**config.mk**
```make
export PLATFORM = sky130hd
export DESIGN_NAME = qwce_norm
export DESIGN_NICKNAME = d
export VERILOG_FILES = /design/src/rtl/queue_wait_cost_estimator_assert.svh /design/src/rtl/qwce_pkg.sv /design/src/rtl/qwce_norm.sv
export SDC_FILE = /design/constraint.sdc
export NUM_CORES = 1
export LEC_CHECK = 0
export BUFFER_PORTS_ARGS = -buffer_cell sky130_fd_sc_hd__buf_2
export CAP_MARGIN = 30
export CORE_MARGIN = 10
export CORE_UTILIZATION = 55
export DETAILED_ROUTE_END_ITERATION = 6
export PLACE_DENSITY = 0.92
export REMOVE_ABC_BUFFERS = 1
export SYNTH_ARGS = -nofsm -noshare
export SYNTH_HDL_FRONTEND = slang
export SYNTH_SLANG_ARGS = --single-unit
```
**constraint.sdc**
```tcl
create_clock -name vclk -period 4.9
set_input_delay 0.98 -clock vclk [all_inputs]
set_output_delay 0.98 -clock vclk [all_outputs]
set_load 0.005 [all_outputs]
```
**src/rtl/queue_wait_cost_estimator_assert.svh**
```systemverilog
// Assertion helpers for the queue wait cost estimator.
`ifndef QUEUE_WAIT_COST_ESTIMATOR_ASSERT_SVH
`define QUEUE_WAIT_COST_ESTIMATOR_ASSERT_SVH

// Same-cycle implication, disabled while reset is asserted.
`define QWCE_ASSERT_NOW(label, clk, rstn, ante, cons, msg) \
  label: assert property (@(posedge clk) disable iff (!(rstn)) (ante) |-> (cons)) \
    else $error(msg);

// Next-cycle implication, disabled while reset is asserted.
`define QWCE_ASSERT_NEXT(label, clk, rstn, ante, cons, msg) \
  label: assert property (@(posedge clk) disable iff (!(rstn)) (ante) |=> (cons)) \
    else $error(msg);

`endif

```
**src/rtl/qwce_pkg.sv**
```systemverilog
`default_nettype none
package qwce_pkg;

  localparam int WINDOW_BITS       = 24;
  localparam int FRACTION_BITS     = 8;
  localparam int RHO_FRACTION_BITS = 8;
  localparam int COST_BITS         = 32;
  localparam int FACTOR_BITS       = 16;
  localparam int DIVIDEND_BITS     = 64;

  localparam int COUNT_BITS    = 24;
  localparam int BUSY_BITS     = 24;
  localparam int SQ_BITS       = 40;
  localparam int SQ_SPLIT      = SQ_BITS / 2;
  localparam int RHO_BITS      = 9;
  localparam int CFG_DATA_BITS = 24;
  localparam int CFG_IDX_BITS  = 2;

  localparam int BUSY_SQ_BITS  = 2 * BUSY_BITS;
  localparam int PART_BITS     = COUNT_BITS + SQ_SPLIT;
  localparam int LIMIT_BITS    = BUSY_BITS + RHO_FRACTION_BITS + 1;

  localparam int RECIP_BITS    = 16;
  localparam int NORM_BITS     = RECIP_BITS + 1;
  localparam int CORR_BITS     = NORM_BITS + 1;
  localparam int TBL_IDX_BITS  = 5;
  localparam int DEN_BITS      = WINDOW_BITS + 1;
  localparam int EXP_BITS      = $clog2(DEN_BITS);
  localparam int SHIFT_BITS    = EXP_BITS + 1;
  localparam int HALF_BITS     = DIVIDEND_BITS / 2;
  localparam int HALF_PROD     = HALF_BITS + RECIP_BITS;
  localparam int FULL_PROD     = DIVIDEND_BITS + RECIP_BITS;
  localparam int ADJ_PROD      = COST_BITS + FACTOR_BITS;

  localparam logic [WINDOW_BITS-1:0] WINDOW_RST   = WINDOW_BITS'(65536);
  localparam logic [RHO_BITS-1:0]    MAX_UTIL_RST = RHO_BITS'(230);
  localparam logic [FACTOR_BITS-1:0] ARR_VAR_RST  = FACTOR_BITS'(256);
  localparam logic [FACTOR_BITS-1:0] ADJUST_RST   = FACTOR_BITS'(256);
  localparam logic [LIMIT_BITS-1:0]  LIMIT_RST    = LIMIT_BITS'(65536 * 230);

  localparam logic [FACTOR_BITS-1:0] FIX_ONE = FACTOR_BITS'(1) << FRACTION_BITS;
  localparam logic [CORR_BITS-1:0]   RECIP_TWO = CORR_BITS'(2) << RECIP_BITS;

  typedef enum logic [CFG_IDX_BITS-1:0] {
    CFG_WINDOW,
    CFG_MAX_UTIL,
    CFG_ARRIVAL_VAR,
    CFG_ADJUST
  } cfg_idx_e;

  typedef struct packed {
    logic [NORM_BITS-1:0] norm;
    logic [EXP_BITS-1:0]  expo;
  } norm_t;

  // Midpoint reciprocal seeds, round(65536 / (1 + (k + 0.5) / 32)).
  function automatic logic [RECIP_BITS-1:0] recip_lookup(input logic [TBL_IDX_BITS-1:0] idx);
    logic [RECIP_BITS-1:0] r;
    case (idx)
      5'd0:    r = 16'd64528;
      5'd1:    r = 16'd62602;
      5'd2:    r = 16'd60787;
      5'd3:    r = 16'd59075;
      5'd4:    r = 16'd57456;
      5'd5:    r = 16'd55924;
      5'd6:    r = 16'd54471;
      5'd7:    r = 16'd53092;
      5'd8:    r = 16'd51782;
      5'd9:    r = 16'd50534;
      5'd10:   r = 16'd49345;
      5'd11:   r = 16'd48210;
      5'd12:   r = 16'd47127;
      5'd13:   r = 16'd46091;
      5'd14:   r = 16'd45100;
      5'd15:   r = 16'd44151;
      5'd16:   r = 16'd43240;
      5'd17:   r = 16'd42367;
      5'd18:   r = 16'd41528;
      5'd19:   r = 16'd40721;
      5'd20:   r = 16'd39946;
      5'd21:   r = 16'd39199;
      5'd22:   r = 16'd38480;
      5'd23:   r = 16'd37787;
      5'd24:   r = 16'd37118;
      5'd25:   r = 16'd36472;
      5'd26:   r = 16'd35849;
      5'd27:   r = 16'd35246;
      5'd28:   r = 16'd34664;
      5'd29:   r = 16'd34100;
      5'd30:   r = 16'd33554;
      5'd31:   r = 16'd33026;
      default: r = 16'd33026;
    endcase
    return r;
  endfunction

endpackage
`default_nettype wire

```
**src/rtl/qwce_norm.sv**
```systemverilog
`default_nettype none
module qwce_norm (
  input  logic [qwce_pkg::DEN_BITS-1:0] den_i,
  output qwce_pkg::norm_t               res_o
);
  import qwce_pkg::*;

  logic [EXP_BITS-1:0]            expo;
  logic [DEN_BITS+RECIP_BITS-1:0] shifted;

  // leading one position; highest set bit wins
  always_comb begin
    expo = '0;
    for (int b = 0; b < DEN_BITS; b++) begin
      if (den_i[b]) begin
        expo = EXP_BITS'(b);
      end
    end
  end

  // one shifter covers both directions: leading one lands on bit RECIP_BITS
  assign shifted    = {den_i, {RECIP_BITS{1'b0}}} >> expo;
  assign res_o.norm = shifted[NORM_BITS-1:0];
  assign res_o.expo = expo;

endmodule
`default_nettype wire
```
* Word-level counts from Yosys, hierarchy flattened *
Cells that the tools add are included.

storage, ports and cells
  bits in registers = 0
  bits of input ports = 25
  output and inout bits = 22
  word-level logic and storage cells = 25

cells by class
  shift-type cells = 1
  multiplexer cells = 24

operators by type and width
  operator                                        count
  5-bit 2-to-1 mux                                23
  41-bit by 5-bit right shift with 17-bit output  1
  1-bit 2-to-1 mux                                1

* Depth between registers and ports, before layout *
Gate-level depths: netlist (run 1).

  depth after elaboration = 25
  depth in mapped cells = 12

* Worst setup path before layout (run 1) *
OpenSTA, ideal clock, no wires.

  path kind = in2out
  start point = input den_i[14] (netlist name)
  end point = output res_o[20] (netlist name)
  arrival time = 2,927 ps
  required time = 3,920 ps
  path slack = 993 ps
  cell stages on the path = 12
  buffers on the path = 3
  cells stage by stage = buf_2 > nand2b_1 > a21oi_1 > nor3_2 > a21o_1 > buf_6 > inv_6 > buf_8 > mux2i_4 > mux2i_1 > a222oi_1 > nand4_1

RTL lines
  element             RTL line        source
  start: declaration  qwce_norm.sv:3  input logic [qwce_pkg::DEN_BITS-1:0] den_i,
  end: declaration    qwce_norm.sv:4  output qwce_pkg::norm_t res_o

==> flow_summary.toml, run 1 <==
[timing]
hold_viol_final = 0
period_needed_ns = 4.70
holdWs_ns = 2.38
timing_worst_slew_pin_value_ns = 1.06
finalCritPeriodShare = 0.959
slew_violations = 0
tns_ns = 0
relSlewSlack = 0.290
timing.fmax_mhz = 213
rsz0062_at_grt = "no"
setup_violations = 0

[layout]
syn2layout_area_growth_pct = 13.9
ff_latch_area_um2 = 0
drive_gt1_frac = 0.255
seq_cell_count = 0
fin_nets = 333
diodes = 0
finish.instance_area_mm2 = 0.00199
n_clock_buffer = 0

[die]
start_util = 0.573
fp.dieH_um = 76.4
core.rowCount = 20
io_pins = 47
die_area_mm2 = 0.00584
coreArea_mm2 = 0.00305
dieWidth_um = 76.4

[setup_path]
cp_slowest_cell = "a311oi_1"
critPathLaunchType = "input pin"
cp_num_buf_inv = 2
critPathRequiredTime_ns = 3.92
cpMostUsedCell = "buf_2"
path_cells = "buf_2 > nor3_1 > o211ai_4 > and4_1 > a311oi_1 > mux2_2 > a2bb2oi_1 > o211ai_1 > buf_2"
crit_type = "in2out"
critical_path.top_delay_family = "compound AO/OA/AOI/OAI gates"
worstPathMaxFanout = 8
max_stage_delay_ns = 0.85
cp_data_arrival_time_ns = 3.72
cp-end-kind = "primary output"
worstSetupStartpoint = "den_i[12]"

[global_route]
grt_max_degree = 17
grt_pass1_wl_um = 12200
overflow = 0
grtUsageTotal = 0.238
antenna_found_initial = 0
first_global_vias = 2318

[routing]
top_layer = "met4"
wl_um = 7370
drt_first_iter_violations = 529
num_vias = 2568
vias_per_cell = 7.34
route.met2.wl_um = 3210
drt-met1-wl_um = 2810
drc = 0
detail-route-antenna-nets = 0
avgRoutedWirePerCell_um = 21.1
wl_met3_um = 1060
firstDrtPassIters = 7

[pwr]
p_leak_uw = 0.000806
ir_drop_uv = 62.8
powerDensity_mw_per_mm2 = 114

[status]
status = "finished, final reports clean"

[synthesis]
synth_commonest_cells = "nand2_1 (40), nor2_1 (28), mux2i_1 (18), a21oi_1 (16), a22oi_1 (13)"
yosys.area.top_type = "mux2i_1"
synth.area.top_cells = "mux2i_1 (10%), nand2_1 (8.6%), nor2_1 (6.0%), a22oi_1 (5.6%), a21oi_1 (4.6%)"
synth_top_area_frac = 0.103
synth_seq_area_share = 0
syn-instance-count = 270
ys_types = 67
avgSynthCellArea_um2 = 6.48
post-synth-top-count-cell = "nand2_1"
yosysWarnings = 0
synth_area_mm2 = 0.00175

[clocking]
ctsResizeCount = 0
cts_post_setup_buffers_inserted = 0
cts_hold_buf = 0

[place]
port_buffers = 47
gp_congestion = 1.03
placed_area_mm2 = 0.00199
dpl.hpwl_um = 5830

[run]
drv_cap = 0

[worst_hold_path]
min-delay-start = "den_i[8]"
hp-class = "in2out"
## cell type report
cell class	count	area, um^2
Multi-Input combinational cell	239	1590
Fill cell	310	1060
Timing Repair Buffer	57	310
Tap cell	44	55.1
Inverter	10	42.5
## per-layer routing
layer,vias to the layer above,global-route usage
li1,1135,-
met1,1137,0.306
met2,266,0.374
met3,30,0.0472
met4,0,0.0967
met5,-,0
## path summary, 6_finish.rpt
check	end	slack, ns	depth (start not counted)
max	res_o[13]	0.20	9
min	res_o[5]	2.38	4
## through the flow
stage | util | total power, uW | worst slack, ns | cells
after floorplan | - | 128 | 0.897 | 249
after global placement | 0.653 | 218 | 0.500 | 350
after detailed placement | 0.653 | 220 | 0.419 | 350
after CTS | 0.653 | 220 | 0.407 | 350
after global routing | 0.653 | 245 | 0.160 | 350
final | 0.653 | 228 | 0.199 | 350
## where the power goes
group / switching (uW) / internal [uW]
Clock: 0 / 0
Sequential: 0 / 0
Combinational: 142 / 86.6
Total: 142 / 86.6
## cells by family (layout without fill, tap and decap cells)
| group | count (synthesis) | count (layout) | share of synthesized area |
|---|---|---|---|
| compound gates | 98 | 98 | 0.427 |
| mux | 22 | 22 | 0.137 |
| simple gates | 119 | 119 | 0.342 |
| buf+inv | 31 | 67 | 0.0943 |
## placed cells by master (no fill, tap or decap), types with 2 or more instances in the layout
master     n
nor3_2     2
buf_4     10
buf_2     47
o21ai_0    8
a21oi_1   16
nor3_1     7
a21o_1     2
o31ai_1    2
a32oi_1    5
o211ai_1   6
a221o_1    2
a221oi_1   3
nor4_1     6
a31oi_1    3
and2_1     3
or2_1      2
a22oi_1   13
o221ai_1   5
nand3_1   11
a211oi_1   5
a22o_1     5
nor2b_1    2
inv_1      6
nor2_1    28
or3_4      2
o22ai_1    3
or4_1      2
a311oi_1   2
mux2i_1   18
nand2b_1   2
mux2_2     2
a222oi_1   2
inv_2      2
nand4_1    4
nand2_1   40
Power figures use the tool's default switching activity.
==> run 2: changes to the inputs <==
clock period = 5.4 ns   (was 4.9 ns; I/O delays follow)
==> run 2 against run 1 <==
  * The flow now finishes with violations (DRC)
  * Setup slack improved by 0.36 ns
  * Total power fell by 11%
  * Highest routed layer unchanged
  * Critical path depth rose by 1
  * Worst hold slack improved by 0.21 ns
  * Final area fell by 2.6%
  * Non-clock buffer count fell by 7
  * Sequential cell count did not move
  * Combinational power fell by 11%
==> flow_summary.toml, run 2 (synthesized netlist as in run 1, its figures left out) <==
[status]
status = "finished, violations left"
violations = "DRC"

[global_route]
overflow = 0
gr-usage-met1 = 0.299
grt_pass1_wl_um = 11600
grt_max_degree = 24
grt_use_met2 = 0.348
busiest_layer = "met2"
first_global_vias = 2265
antenna_found_initial = 0
groute.layer.met3.usage = 0.0354
grtUsageTotal = 0.224

[timing]
hold_viol_final = 0
tns_ns = 0
finalCritPeriodShare = 0.897
slew_violations = 0
timing_worst_slew_pin_value_ns = 0.903
timing.fmax_mhz = 206
setup_violations = 0
rsz0062_at_grt = "no"
period_needed_ns = 4.84
relSlewSlack = 0.393

[pwr]
p_total_uw = 202
powerDensity_mw_per_mm2 = 104
p_leak_uw = 0.000771
ir_drop_uv = 55.5

[die]
fp.dieH_um = 76.4
coreArea_mm2 = 0.00305
die_area_mm2 = 0.00584
io_pins = 47
start_util = 0.573
dieWidth_um = 76.4
core.rowCount = 20

[setup_path]
cp_slowest_cell = "a21o_1"
crit_type = "in2out"
critical_path.top_delay_family = "compound AO/OA/AOI/OAI gates"
worstSetupStartpoint = "den_i[24]"
cp-end-kind = "primary output"
cp_num_buf_inv = 4
max_stage_delay_ns = 0.41
cpMostUsedCell = "buf_2"
cp_data_arrival_time_ns = 3.76
path_cells = "buf_2 > inv_1 > o21ai_2 > a21o_1 > inv_6 > mux2i_2 > a21oi_1 > a221o_1 > a211o_1 > buf_2"
critPathRequiredTime_ns = 4.32
critPathLaunchType = "input pin"
worstPathMaxFanout = 23

[layout]
fin_nets = 326
finish.instance_area_mm2 = 0.00194
drive_gt1_frac = 0.237
syn2layout_area_growth_pct = 10.9
n_clock_buffer = 0
diodes = 0
layout_commonest_cell = "buf_2"
ff_latch_area_um2 = 0
layout_common_cells = "buf_2 (47), nand2_1 (40), nor2_1 (28), mux2i_1 (18), a21oi_1 (16)"
final_core_util = 0.636
seq_cell_count = 0

[routing]
drt_first_iter_violations = 576
avgRoutedWirePerCell_um = 20.7
num_vias = 2540
wl_um = 7110
detail-route-antenna-nets = 0
vias_per_cell = 7.41
firstDrtPassIters = 7
drc = 10

[clocking]
ctsResizeCount = 0
cts_post_setup_buffers_inserted = 0
cts_hold_buf = 0

[worst_hold_path]
min-delay-start = "den_i[16]"
hp-class = "in2out"

[place]
placed_area_mm2 = 0.00194
dpl.hpwl_um = 5470
gp_congestion = 1.07
port_buffers = 47

[run]
drv_cap = 0
[run 2: changes by cell type in the layout (fill, tap and decap cells not counted)]
cell	previous run	this run
buf_4	10	3
[run 2: layout make-up]
type / count / area, um^2
fill: 313 / 1110
multi-input combinational: 239 / 1590
timing repair buffer: 50 / 258
inverter: 10 / 42.5
tap: 44 / 55.1
[run 2: through the flow]
stage	std cells	hold slack (ns)	setup slack, ns
3_5_place_dp	343	2.57	0.680
4_1_cts	343	2.57	0.654
3_3_place_gp	343	2.58	0.735
6_report	343	2.58	0.556
5_1_grt	343	2.59	0.454
2_1_floorplan	249	2.26	1.20
[run 2: per-layer routing]
| metal | vias up | share of wire | wire length, um |
|---|---|---|---|
| met1 | 1123 | 0.40 | 2810 |
| met4 | 0 | 0.044 | 315 |
| met5 | - | 0 | 0 |
| met2 | 256 | 0.44 | 3110 |
| li1 | 1123 | - | - |
| met3 | 38 | 0.12 | 877 |
[run 2: where the power goes]
part           internal (uW)  total (uW)  switching [uW]
Combinational           75.3         202             127
Clock                      0           0               0
Sequential                 0           0               0
Total                   75.3         202             127
[run 2: worst paths after layout]
kind / slack (ns) / endpoint / cells after the start
worst max-delay path: 0.56 / res_o[18] / 10
worst min-delay path: 2.58 / res_o[13] / 4
